### config.mk
export PLATFORM = sky130hd
export DESIGN_NAME = rtd_ram
export DESIGN_NICKNAME = d
export VERILOG_FILES = /design/src/rtl/rtd_resistance_to_temperature_macros.svh /design/src/rtl/rtd_ram.sv
export SDC_FILE = /design/constraint.sdc
export NUM_CORES = 2
export LEC_CHECK = 0
export BUFFER_PORTS_ARGS = -buffer_cell sky130_fd_sc_hd__buf_2
export CORE_MARGIN = 2
export CORE_UTILIZATION = 50
export DETAILED_ROUTE_END_ITERATION = 8
export PLACE_DENSITY = 0.68
export SLEW_MARGIN = 40
export SYNTH_ARGS = -nofsm -noshare
export SYNTH_HDL_FRONTEND = slang
export SYNTH_SLANG_ARGS = --single-unit
### constraint.sdc
create_clock -name clk -period 2.6 [get_ports clk]
set_clock_uncertainty 0.1 [all_clocks]
set_input_delay 0.39 -clock clk [delete_from_list [all_inputs] [get_ports clk]]
set_output_delay 0.39 -clock clk [all_outputs]
set_load 0.02 [all_outputs]
### src/rtl/rtd_resistance_to_temperature_macros.svh
// assertion macros shared by the rtd converter rtl
`ifndef RTD_RESISTANCE_TO_TEMPERATURE_MACROS_SVH
`define RTD_RESISTANCE_TO_TEMPERATURE_MACROS_SVH

// all macros sample on clk and are disabled while rst is high
// condition holds on every edge
`define RTD_ASSERT_HOLDS(label, cond, msg) \
  label: assert property (@(posedge clk) disable iff (rst) (cond)) else $error(msg);

// consequent holds in the same cycle as the antecedent
`define RTD_ASSERT_IMPLIES(label, ante, cons, msg) \
  label: assert property (@(posedge clk) disable iff (rst) (ante) |-> (cons)) else $error(msg);

// consequent holds in the cycle after the antecedent
`define RTD_ASSERT_NEXT(label, ante, cons, msg) \
  label: assert property (@(posedge clk) disable iff (rst) (ante) |=> (cons)) else $error(msg);

`endif

### src/rtl/rtd_ram.sv
// generic single-port-write ram with registered read
module rtd_ram #(
  parameter int WIDTH = 16,
  parameter int DEPTH = 256
) (
  input  logic                     clk,
  input  logic                     we,
  input  logic [$clog2(DEPTH)-1:0] waddr,
  input  logic [WIDTH-1:0]         wdata,
  input  logic [$clog2(DEPTH)-1:0] raddr,
  output logic [WIDTH-1:0]         rdata
);

  logic [WIDTH-1:0] mem [0:DEPTH-1];

  always_ff @(posedge clk) begin
    if (we) begin
      mem[waddr] <= wdata;
    end
    rdata <= mem[raddr];
  end

endmodule

== Word level (Yosys, flattened, before mapping) ==
Memory sizes are Yosys's and may differ from the RTL's. A register that Yosys moved wholly into a read port is not among the register bits.
Index checks and enable logic that the tools add are counted.

* Mux-type cells: 2

{| class="wikitable"
|+ Operators with widths
! operator !! number
|-
| 1-bit two-way mux || 2
|}

* Register bits: 0
* RAM bits: 4,096
* Output and inout port bits: 16
* Logic and storage cells: 3
* Memories kept: 1

{| class="wikitable"
|+ Memory list
! name !! depth !! width !! read ports !! clocked after memory_dff !! wr ports !! RTL line !! RTL
|-
| mem || 256 || 16 || 1 || 1 || 1 || rtd_ram.sv:14 || <nowiki>logic [WIDTH-1:0] mem [0:DEPTH-1];</nowiki>
|}

== Longest topological paths before layout ==
* Depth after elaboration: 2
* Gate-level depth with buffers: 12

== Worst setup path before layout ==
OpenSTA, ideal clock, no wires.

* Path type: input port to flip-flop
* Start: in waddr[3]
* End: mem mem[235][0] (enable)
* Library setup time: 0.388 ns
* Data arrival time: 2.167 ns
* Data required time: 2.112 ns
* Setup slack: -0.055 ns
* Stages on the path: 6
* Path buffers: 3
* Cells stage by stage: clkbuf_1 -> nor2b_1 -> clkbuf_1 -> nand4_1 -> clkbuf_1 -> nor2_1

{| class="wikitable"
|+ RTL lines
! item !! RTL line !! RTL
|-
| start, declared || rtd_ram.sv:8 || <nowiki>input logic [$clog2(DEPTH)-1:0] waddr,</nowiki>
|-
| end, declared || rtd_ram.sv:14 ||
|}

No word-level cell before the write port.

==> flow_summary_export.csv <==
group,metric,value,unit
timing,setup_tns,-0.06164,ns
synthesis,synthCells,7360,
timing,rsz0062_at_grt,"true",
setup_path,reg2reg_to,"rdata[2]",
die,core_area,315500,sq um
detailed_routing,drt-total-wl,426.8,mm
timing,post-route-period-util,101.6,%
synthesis,synth_top_cell_by_area,"edfxtp_1",
clocking,clk_pin_slew,0.06,ns
timing,hold_viol_final,0,
detailed_routing,first_pass_iters,7,
global_route,grt_use_total,26.23,%
power_and_ir_drop,pwr_density_cell,745.2,nW/um^2
detailed_routing,drt-initial-drc-count,12141,
timing,period_minus_slack,2.642,ns
timing,fin_ws,-0.04182,ns
clocking,insertion_delay,0.98,ns
clocking,htreeDepth,5,
synthesis,synth_nets,7394,
synthesis,avgSynthCellArea,21.56,sq um
synthesis,yosysUniqueCellTypes,52,
synthesis,synth_top_area_share,77.50,%
setup_path,cp_max_fo,40,
setup_path,crit_path_end_kind,"flop",
job,cap_violations,0,
place,dp_slack,-1.183,ns
die,die_x,567.4,um
timing,holdWs,0.1872,ns
final_layout,area_growth,18.05,%
setup_path,crit_buf_inv,5,
clocking,clock_path_buffers,4,
clocking,clock-sinks,4112,
final_layout,finish.utilization,59.39,%
timing,worst_pin_slew,0.8916,ns
synthesis,ys.flop_type,"edfxtp_1",
final_layout,stdcell_area,187400,sq um
power_and_ir_drop,power.total,139.6,mW
synthesis,seq_area_frac_synth,77.70,%
final_layout,multi_input_area,33260,sq um
global_route,grt_max_degree,101,
setup_path,critical_path.top_delay_family,"buffers and inverters",
clocking,cts-root-buf,"clkbuf_16",
place,port_buffers,49,
synthesis,synth-async-reset-ratio,0,%
final_layout,seq_area,123300,sq um
run_status,run_status,"finished with violations",
setup_path,reg2reg_slack,0,ns
die,fp-row-count,206,
setup_path,worstPathRequired,3.33,ns
die,io_pins,50,
setup_path,reg2reg_from,"mem[51][2]",
timing,slew_violations,0,
place,dp_hpwl,269.7,mm
setup_path,crit_top_cell,"buf_12",
die,die_y,567.4,um
detailed_routing,ant_nets,0,
timing,setup_viol,2,
place,globalplace.congestion,0.9426,
synthesis,syn_area,158700,sq um
final_layout,nets,8512,
setup_path,start_kind,"primary input",
final_layout,final_common_cell,"edfxtp_1",
global_route,antenna_found_initial,31,
clocking,cts_buffers,399,
timing,max_slew_margin,40.56,%
run_status,violations,"negative setup slack",
die,design.die.area,322000,sq um
detailed_routing,num_vias,82920,
power_and_ir_drop,power.leakage,60.98,nW
final_layout,fillers,21850,
final_layout,final_cell_mix,"edfxtp_1 (4096), buf_4 (834), mux4_2 (797), mux2i_1 (565), clkbuf_16 (402)",
setup_path,crit_slowest_cell,"a22oi_1",
synthesis,yosys-top-cells-area,"edfxtp_1 (77%), mux4_2 (11%), mux2i_1 (3.6%), o221ai_1 (1.4%), nor2_1 (0.72%)",
setup_path,ff2ff_path_depth,6,
global_route,overflow,0,
setup_path,cp_cell_sequence,"buf_12 -> buf_12 -> buf_4 -> buf_12 -> mux2i_1 -> o221ai_2 -> buf_4 -> o22ai_1 -> a22oi_1 -> nand3_1 -> nor4_1",
power_and_ir_drop,ir_drop,0.5585,mV
global_route,grt_pass1_wl,604.3,mm
clocking,postCtsSetupRepairBufs,0,
final_layout,drive_gt1_share,31.31,%
detailed_routing,wl_per_cell,32.87,um
setup_path,slowest_delay,0.45,ns
setup_path,crit_type,"in -> reg",
min_path,hold_start,"raddr[7]",
min_path,hold_path_end,"rdata[4]",
detailed_routing,drt_drc_violations_left,0,
detailed_routing,viasPerCell,6.385,
place,place_area,173500,sq um
timing,max_freq,378.5,MHz
min_path,worstHoldPathType,"in -> reg",
die,start_util,50.31,%
synthesis,synth-edff-count,4096,
final_layout,final_cells,12987,
synthesis,ys.warnings.count,0,
min_path,hold_path_depth,5,
synthesis,synth_seq_cells,4112,
global_route,first_global_vias,81717,
place,dpl.cell_count,12219,
clocking,cts_tree,"yes",
setup_path,cp_data_arrival_time,3.37,ns
## kinds of logic after synthesis
logic type | synth area share [%]
muxes | 15.50
and+or+nand+nor | 1.574
buffers and inverters | 1.693
AOI/OAI and AO/OA | 3.537
DFF | 77.70
## routing by layer
layer	wire [um]	vias to the layer above	GRT usage [%]
met3	45040	784	5.341
met2	202200	4769	40.93
met5	42	-	0
li1	-	33574	-
met4	18090	8	10.50
met1	161400	43785	36.57
## timing repair
| item | CTS | global route |
|---|---|---|
| hold endpoints to repair | 1066 | 0 |
| pin swaps | 4 | 2 |
| resized for setup | 33 | 26 |
| setup endpoints to repair | 12 | 14 |
| hold buffers | 16 | 0 |
## Yosys cell counts, types with 28 or more instances
master,instances
a21oi_1,175
mux2i_1,565
nor2_1,304
o22ai_1,148
buf_2,76
nor3_1,92
a22o_1,32
a221oi_1,28
mux2_2,88
clkbuf_1,230
mux4_2,797
nand2_1,38
buf_6,77
nand3_1,35
o221ai_1,252
edfxtp_1,4096
o21ai_0,37
a22oi_1,43
## worst reg2reg max path, cell delays in order (launching register included)
cell,delay [ns]
edfxtp_1,0.38
mux4_2,0.49
mux4_2,0.54
a22o_4,0.37
o32ai_4,0.35
buf_4,0.18
nor4_1,0.04
## power breakdown
group / total, mW / leakage [nW] / switching (mW) / internal (mW)
clock network: 58.4 / 6.50 / 25.1 / 33.3
registers: 73.2 / 36.9 / 0.147 / 73.1
logic: 8.03 / 17.5 / 4.90 / 3.13
total: 140 / 61.0 / 30.1 / 109
## area by class of cell
type                    count  area share (%)
flip-flops and latches   4112           65.82
multi-input cells        2792           17.75
repair buffers           1169           6.544
clock buffers             448           5.472
well taps                4160           2.778
clock inverters           289           1.599
diodes                     13         0.01736
inverters                   4         0.01469
## state kept, by name, indices dropped and copies added, names as in the netlist
register	cells
rdata	16
mem	4096
## how the worst max path moves through the flow
stage           startpoint  slack [ns]  cells after the start           to
6_report          raddr[0]       -0.04                     11     rdata[2]
3_5_place_dp      raddr[0]       -1.18                     12     rdata[5]
2_1_floorplan     waddr[3]       -0.06                      6  mem[235][0]
3_3_place_gp      raddr[0]       -1.43                     10    rdata[13]
5_1_grt        mem[53][13]       -0.05                      6    rdata[13]
4_1_cts        mem[53][13]       -0.04                      6    rdata[13]
(Power assumes the default switching activity.)
