### src/rtl/rtd_resistance_to_temperature_macros.svh
// assertion macros shared by the rtd converter rtl
`ifndef RTD_RESISTANCE_TO_TEMPERATURE_MACROS_SVH
`define RTD_RESISTANCE_TO_TEMPERATURE_MACROS_SVH

// all macros sample on clk and are disabled while rst is high
// condition holds on every edge
`define RTD_ASSERT_HOLDS(label, cond, msg) \
  label: assert property (@(posedge clk) disable iff (rst) (cond)) else $error(msg);

// consequent holds in the same cycle as the antecedent
`define RTD_ASSERT_IMPLIES(label, ante, cons, msg) \
  label: assert property (@(posedge clk) disable iff (rst) (ante) |-> (cons)) else $error(msg);

// consequent holds in the cycle after the antecedent
`define RTD_ASSERT_NEXT(label, ante, cons, msg) \
  label: assert property (@(posedge clk) disable iff (rst) (ante) |=> (cons)) else $error(msg);

`endif

### src/rtl/rtd_div.sv
// restoring divider, one quotient bit per cycle, quotient known to fit Q_W bits
module rtd_div #(
  parameter int DEN_W = 16,
  parameter int Q_W   = 9
) (
  input  logic                   clk,
  input  logic                   rst,
  input  logic                   start,
  input  logic [DEN_W+Q_W-1:0]   num,
  input  logic [DEN_W-1:0]       den,
  output logic                   done,
  output logic [Q_W-1:0]         quot,
  output logic                   rem_nz
);

  localparam int CNT_W = (Q_W > 1) ? $clog2(Q_W) : 1;

  logic [DEN_W-1:0] rem;
  logic [Q_W-1:0]   qn;
  logic [DEN_W-1:0] den_q;
  logic [CNT_W-1:0] cnt;
  logic             active;

  logic [DEN_W:0]   rem_sh;
  logic             ge;
  logic [DEN_W:0]   rem_sub;

  always_comb begin
    rem_sh  = {rem, qn[Q_W-1]};
    ge      = rem_sh >= {1'b0, den_q};
    rem_sub = rem_sh - {1'b0, den_q};
  end

  always_ff @(posedge clk) begin
    if (rst) begin
      active <= 1'b0;
      done   <= 1'b0;
      cnt    <= '0;
    end else begin
      done <= 1'b0;
      if (start) begin
        active <= 1'b1;
        cnt    <= '0;
      end else if (active) begin
        cnt <= cnt + CNT_W'(1);
        if (cnt == CNT_W'(Q_W - 1)) begin
          active <= 1'b0;
          done   <= 1'b1;
        end
      end
    end
  end

  // numerator high part starts below den, so rem always fits DEN_W bits
  always_ff @(posedge clk) begin
    if (start) begin
      rem   <= num[DEN_W+Q_W-1:Q_W];
      qn    <= num[Q_W-1:0];
      den_q <= den;
    end else if (active) begin
      rem <= ge ? rem_sub[DEN_W-1:0] : rem_sh[DEN_W-1:0];
      qn  <= {qn[Q_W-2:0], ge};
    end
  end

  assign quot   = qn;
  assign rem_nz = |rem;

endmodule

### config.mk
export PLATFORM = sky130hd
export DESIGN_NAME = rtd_div
export DESIGN_NICKNAME = d
export VERILOG_FILES = /design/src/rtl/rtd_resistance_to_temperature_macros.svh /design/src/rtl/rtd_div.sv
export SDC_FILE = /design/constraint.sdc
export NUM_CORES = 1
export LEC_CHECK = 0
export ABC_AREA = 0
export BUFFER_PORTS_ARGS = -buffer_cell sky130_fd_sc_hd__clkbuf_2
export CAP_MARGIN = 5
export CORE_MARGIN = 2
export CORE_UTILIZATION = 25
export CTS_BUF_LIST = sky130_fd_sc_hd__clkbuf_8
export DETAILED_ROUTE_END_ITERATION = 10
export PLACE_DENSITY = 0.46
export SLEW_MARGIN = 40
export SYNTH_ARGS = -nofsm -noshare
export SYNTH_HDL_FRONTEND = slang
export SYNTH_SLANG_ARGS = --single-unit
### constraint.sdc
create_clock -name clk -period 4.05 [get_ports clk]
set_input_delay 0.405 -clock clk [delete_from_list [all_inputs] [get_ports clk]]
set_output_delay 0.405 -clock clk [all_outputs]
set_load 0.03 [all_outputs]
# Word-level counts from Yosys, hierarchy flattened
# Cells that the tools add are included.
[op_classes]
addsub = 2
magnitude_cmp = 1
n_eq_ne = 1
muxes = 9
n_bitwise = 1
reduce_logical = 4
[ops]
columns = ["op", "count"]
rows = [
  ["$mux 16", 3],
  ["$mux 9", 2],
  ["$ge 17x16->1", 1],
  ["$reduce_or 16->1", 1],
  ["$sub 16x16->16", 1],
  ["$add 4x1->4 const B", 1],
  ["$eq 4x4->1 const B", 1],
  ["$mux 1", 4],
  ["$reduce_or 3->1", 1],
  ["$reduce_bool 2->1", 1],
  ["$reduce_or 2->1", 1],
  ["$not 1->1", 1],
]
[totals]
ff_bits = 47
in_bits = 44
out_inout_bits = 11
word_cells = 24

# Longest topological paths before layout
[depth]
word_depth = 4
depth_mapped = 11
mapped_depth_nobuf = 11

# Worst setup path before layout
# Ideal clock, no wire load.
[synth_path]
path_kind = "flip-flop to flip-flop"
from = "register qn[8], in the netlist quot[8]"
to = "register rem[8], data pin"
arrival_ns = 2.487
path_slack_ns = 1.302
stages_incl_launch_ff = 12
cell_sequence = "edfxtp_1 inv_1 ha_1 inv_1 fa_1 a211oi_2 o21bai_1 a2111oi_2 nor3_1 xnor2_1 a211oi_1 a221o_1"
[synth_via]
elab_chain_cells = 4
elab_cells_between_ends = 5
[synth_lines]
columns = ["item", "line_no", "rtl"]
rows = [
  ["start, declared", "rtd_div.sv:19", "logic [Q_W-1:0] qn;"],
  ["start signal, assigned", "rtd_div.sv:58", "qn <= num[Q_W-1:0];"],
  ["start signal, assigned", "rtd_div.sv:62", "qn <= {qn[Q_W-2:0], ge};"],
  ["$sub 16x16->16 or $ge 17x16->1 (tied branches)", "rtd_div.sv:31, rtd_div.sv:30", ""],
  ["$mux 16 (*)", "rtd_div.sv:61", "rem <= ge ? rem_sub[DEN_W-1:0] : rem_sh[DEN_W-1:0];"],
  ["$mux 16 (*)", "rtd_div.sv:60", "end else if (active) begin"],
  ["$mux 16 (*)", "rtd_div.sv:56", "if (start) begin"],
  ["end signal, assigned", "rtd_div.sv:57", "rem <= num[DEN_W+Q_W-1:Q_W];"],
  ["end signal, assigned", "rtd_div.sv:61", ""],
  ["end, declared", "rtd_div.sv:18", "logic [DEN_W-1:0] rem;"],
]
# Mark *: on every way between the ends. The rest lies on a longest branch, timed or not. The select of a mux whose other input is x is not followed.
# A chain may end at the register's enable or synchronous reset.

# Worst setup path in the final report
# Same ends and word-level chain as after synthesis.

==> results.txt <==
By count the netlist is led by edfxtp_1 (41), inv_1 (23), nor2_1 (21). The H-tree was split into 2 levels. For this design, the sink count on the clock tree is 47.

The total placed cells including tap cells is 465. The worst slew margin relative to its limit is 0.478. The clock-pin transition on the worst setup and hold timing paths is 0.09 ns.

The endpoint identified for the worst register-to-register timing path is rem[8]. The worst setup path is captured at a register. The maximum number of pins on one net before global-route repair came out at 26. The synthesized instance count is 280. The wire length per cell came out at 16.0 µm. The total wire length came out at 7580 µm. The initial utilization of the core area, before any placement, comes to 0.258. The number of antenna violations at the first check in global routing came out at 0. The time the worst path needs with I/O delays and setup is 2.81 ns. The number of filler instances in the final layout is 1,269. The mean cell area of the mapped netlist came out at 10.6 µm².

The multi-input combinational cell area came out at 1470 µm². The count of buffers from port buffering came out at 54. The cell type with the highest aggregate area in the netlist is edfxtp_1. The post-synthesis instance area is 2980 µm². On the critical path, the stage with the largest delay is an instance of edfxtp_1. The class of the most critical setup path is register to register. Of the post-synthesis cell area, the dominant cell type holds 0.414. In the post-synthesis netlist, the biggest area contributors are edfxtp_1 (41%), ha_1 (7.6%), dfxtp_1 (4.0%).

Pin placement for this block handled 55 I/O pins. In this run the remaining antenna-violating nets after routing total 0. The share of the yosys chip area belonging to registers came out at 0.454. The filler-free cell count of the finished design is 473. The worst hold path belongs to the class primary input to register. The hold-critical path depth came out at 1. The diode insertion count for antenna repair is 0.

The number of cells on the worst reg-to-reg path came out at 11. The run finished with clean final reports. The number of global-route vias before repair is 2,452.

The net switching share of the total power came out at 0.384. The hold buffer count at CTS came out at 0. VDD sags by at most 0.148 mV. The part of the power in the clock network is 0.169. In this run the register-to-register setup slack is 1.24 ns.

At the end of routability-driven placement, the weighted congestion stood at 0.792. The share of total power in combinational logic is 0.431. The master cell of the clock root buffer is clkbuf_8.

The post-CTS setup repair buffer count is 0. The aggregate global-route resource usage came out at 0.124. The post-layout net count came out at 392. The data required time at the worst endpoint is 4.11 ns. By instance count, the cell type seen most on the critical path is inv_1. The startpoint identified for the worst hold timing path is den[14]. The clock buffer count from CTS is 5. The number of different library cells in the post-synthesis netlist is 56. In the post-synthesis netlist, the cell with the most instances is edfxtp_1. Setup violations remaining at the end of the flow were counted as 0.

The kind of start point of the critical path is a register. The highest clock rate is 356 MHz. The worst register-to-register path begins at quot[8]. Setup repair after global routing left no endpoint under its margin. The placeable core region is 11,500 µm².

Of the cells placed in the final design, the portion with a size suffix greater than 1 is 0.261. The number of hold-slack violations in the final timing report came to 0. TritonCTS built the clock tree. The detailed-route via count is 2,308. The max capacitance violation total is 0. The synthesized design contains 47 register bits. Traced cell by cell, the critical path runs through inv_1 > ha_1 > inv_1 > fa_1 > a211oi_2 > o21bai_1 > a2111oi_2 > nor3_1 > xnor2_1 > a211oi_1 > a221o_1.

After floorplanning, the core was divided into 39 placement rows. The x dimension of the die came out at 113 µm. The path with the worst hold slack has its endpoint at den_q[14]. The DRC violation count after routing is 0. The insertion delay to the later sink of the worst-skew pair came out at 0.30 ns. The setup TNS is 0 ns. The leakage power figure came out at 1.36 nW.

In the finished design, the share of the clock period the worst path needs comes to 0.694. In the synthesized netlist the async set-or-reset flop fraction comes to 0. The detailed-route vias per instance is 4.88. Along the worst path, the maximum fanout reaches 3. The first-pass GRT wire length came out at 12,600 µm.

The number of slew-limit violations in the final report is 0. The number of warnings issued by yosys is 0. The number of nets in the synthesized netlist is 343.

The delay of the slowest cell on the worst path is 0.42 ns. Across the routed clock network, the largest skew measured is 0.00389 ns. The number of optimization iterations in the first detailed-route pass is 4. The internal power summed over all cells came out at 1.04 mW. The synthesis-to-layout area growth came out at 16.3%. The die outline area came out at 12,800 µm². The net switching power is 649 µW. The detailed router finished its first iteration with 100 violations.

The arrival time of data at the critical path endpoint is 2.87 ns. Counting along the longest clock path gives a buffer depth of 2. The total congestion overflow came out at 0. Measured along the y axis, the die boundary spans 113 µm. The HPWL after detailed placement is 5720 µm.

Once the clock tree was built, the resizer swapped 0 gates to a different size. In the synthesized netlist the dominant register cell turns out to be edfxtp_1. Of the total power, registers draw 0.401. For the pin with the worst max-slew slack, the measured transition is 0.782 ns. The area of all sequential standard cells came out at 1350 µm². Counting flops with a built-in enable in the synthesized netlist gives 41. The cell area power density came out at 489 nW/µm².
-- cells by family (layout without fill, tap and decap cells) --
| group | count (synthesis) | after routing | share of synthesized area |
|---|---|---|---|
| xor+xnor | 15 | 15 | 0.0442 |
| compound gates | 75 | 75 | 0.194 |
| fa+ha+maj | 19 | 19 | 0.0824 |
| mux | 11 | 11 | 0.0408 |
| flops | 47 | 47 | 0.454 |
| buf+inv | 38 | 88 | 0.0530 |
| simple gates | 75 | 75 | 0.132 |
-- routing by layer --
metal | part of all wire | up-vias | global-route usage
met5 | 0 | - | 0
met4 | 0.013 | 0 | 0.0407
met3 | 0.034 | 8 | 0.0246
met2 | 0.48 | 40 | 0.210
met1 | 0.47 | 1102 | 0.159
li1 | - | 1158 | -
-- registers in the layout (all words and copies together) (netlist names) --
name / count
quot: 9
done: 1
den_q: 16
cnt: 4
active: 1
rem: 16
-- layout by cell type (no fill, tap or decap), drive strengths merged, types with 2 or more instances in the layout --
| cell | instances |
|---|---|
| nand4 | 8 |
| a41oi | 4 |
| o31ai | 6 |
| nor3 | 12 |
| nor2b | 3 |
| nor4 | 5 |
| xor2 | 5 |
| a221o | 2 |
| clkbuf | 59 |
| o311ai | 2 |
| o21a | 4 |
| clkinv | 2 |
| nor2 | 21 |
| ha | 18 |
| mux2 | 9 |
| o21ai | 12 |
| dfxtp | 6 |
| mux2i | 2 |
| nand3 | 7 |
| o21bai | 2 |
| and2 | 3 |
| xnor2 | 10 |
| nand2 | 11 |
| inv | 23 |
| nand3b | 2 |
| a21oi | 13 |
| a211oi | 4 |
| a2bb2oi | 2 |
| buf | 3 |
| edfxtp | 41 |
| a31oi | 9 |
| a21o | 4 |
-- worst max-delay path: cells and delay by family (launching register included) --
family / cells / cell delay [ns]
AO/OA/AOI/OAI: 5 / 1.15
buffers and inverters: 2 / 0.14
adder cells (fa/ha/maj): 2 / 0.58
AND/OR/NAND/NOR: 1 / 0.11
XOR/XNOR: 1 / 0.17
flip-flops: 1 / 0.42
-- power by group through the flow --
stage	clock, mW	combinational (mW)	sequential (mW)
5_1_grt	0.318	0.815	0.687
4_1_cts	0.301	0.734	0.678
6_report	0.285	0.728	0.678
3_3_place_gp	0	0.733	0.688
3_5_place_dp	0	0.728	0.689
2_1_floorplan	0	0.548	0.684
-- how the worst max path moves through the flow --
| stage | startpoint | endpoint |
|---|---|---|
| 2_1_floorplan | quot[8] | rem[8] |
| 3_3_place_gp | quot[8] | rem[14] |
| 5_1_grt | quot[8] | rem[14] |
| 3_5_place_dp | quot[8] | rem[14] |
| 4_1_cts | quot[8] | rem[14] |
| 6_report | quot[8] | rem[8] |
-- through the flow --
stage | utilization | area (µm²) | total power, mW | setup slack (ns) | hold slack (ns)
after global routing | 0.300 | 3460 | 1.82 | 0.956 | 0.260
after floorplan | - | 2980 | 1.23 | 1.30 | 0.477
after detailed placement | 0.293 | 3380 | 1.42 | 1.25 | 0.512
after CTS | 0.300 | 3460 | 1.71 | 1.22 | 0.261
final | 0.300 | 3460 | 1.69 | 1.24 | 0.272
after global placement | 0.293 | 3380 | 1.42 | 1.22 | 0.526
-- final cells by class --
type,count,area share
Clock buffer,5,0.0199
Sequential cell,47,0.391
Tap cell,143,0.0517
Timing Repair Buffer,57,0.0846
Multi-Input combinational cell,195,0.424
Inverter,23,0.0250
Clock inverter,3,0.00434
Power figures use the tool's default switching activity.
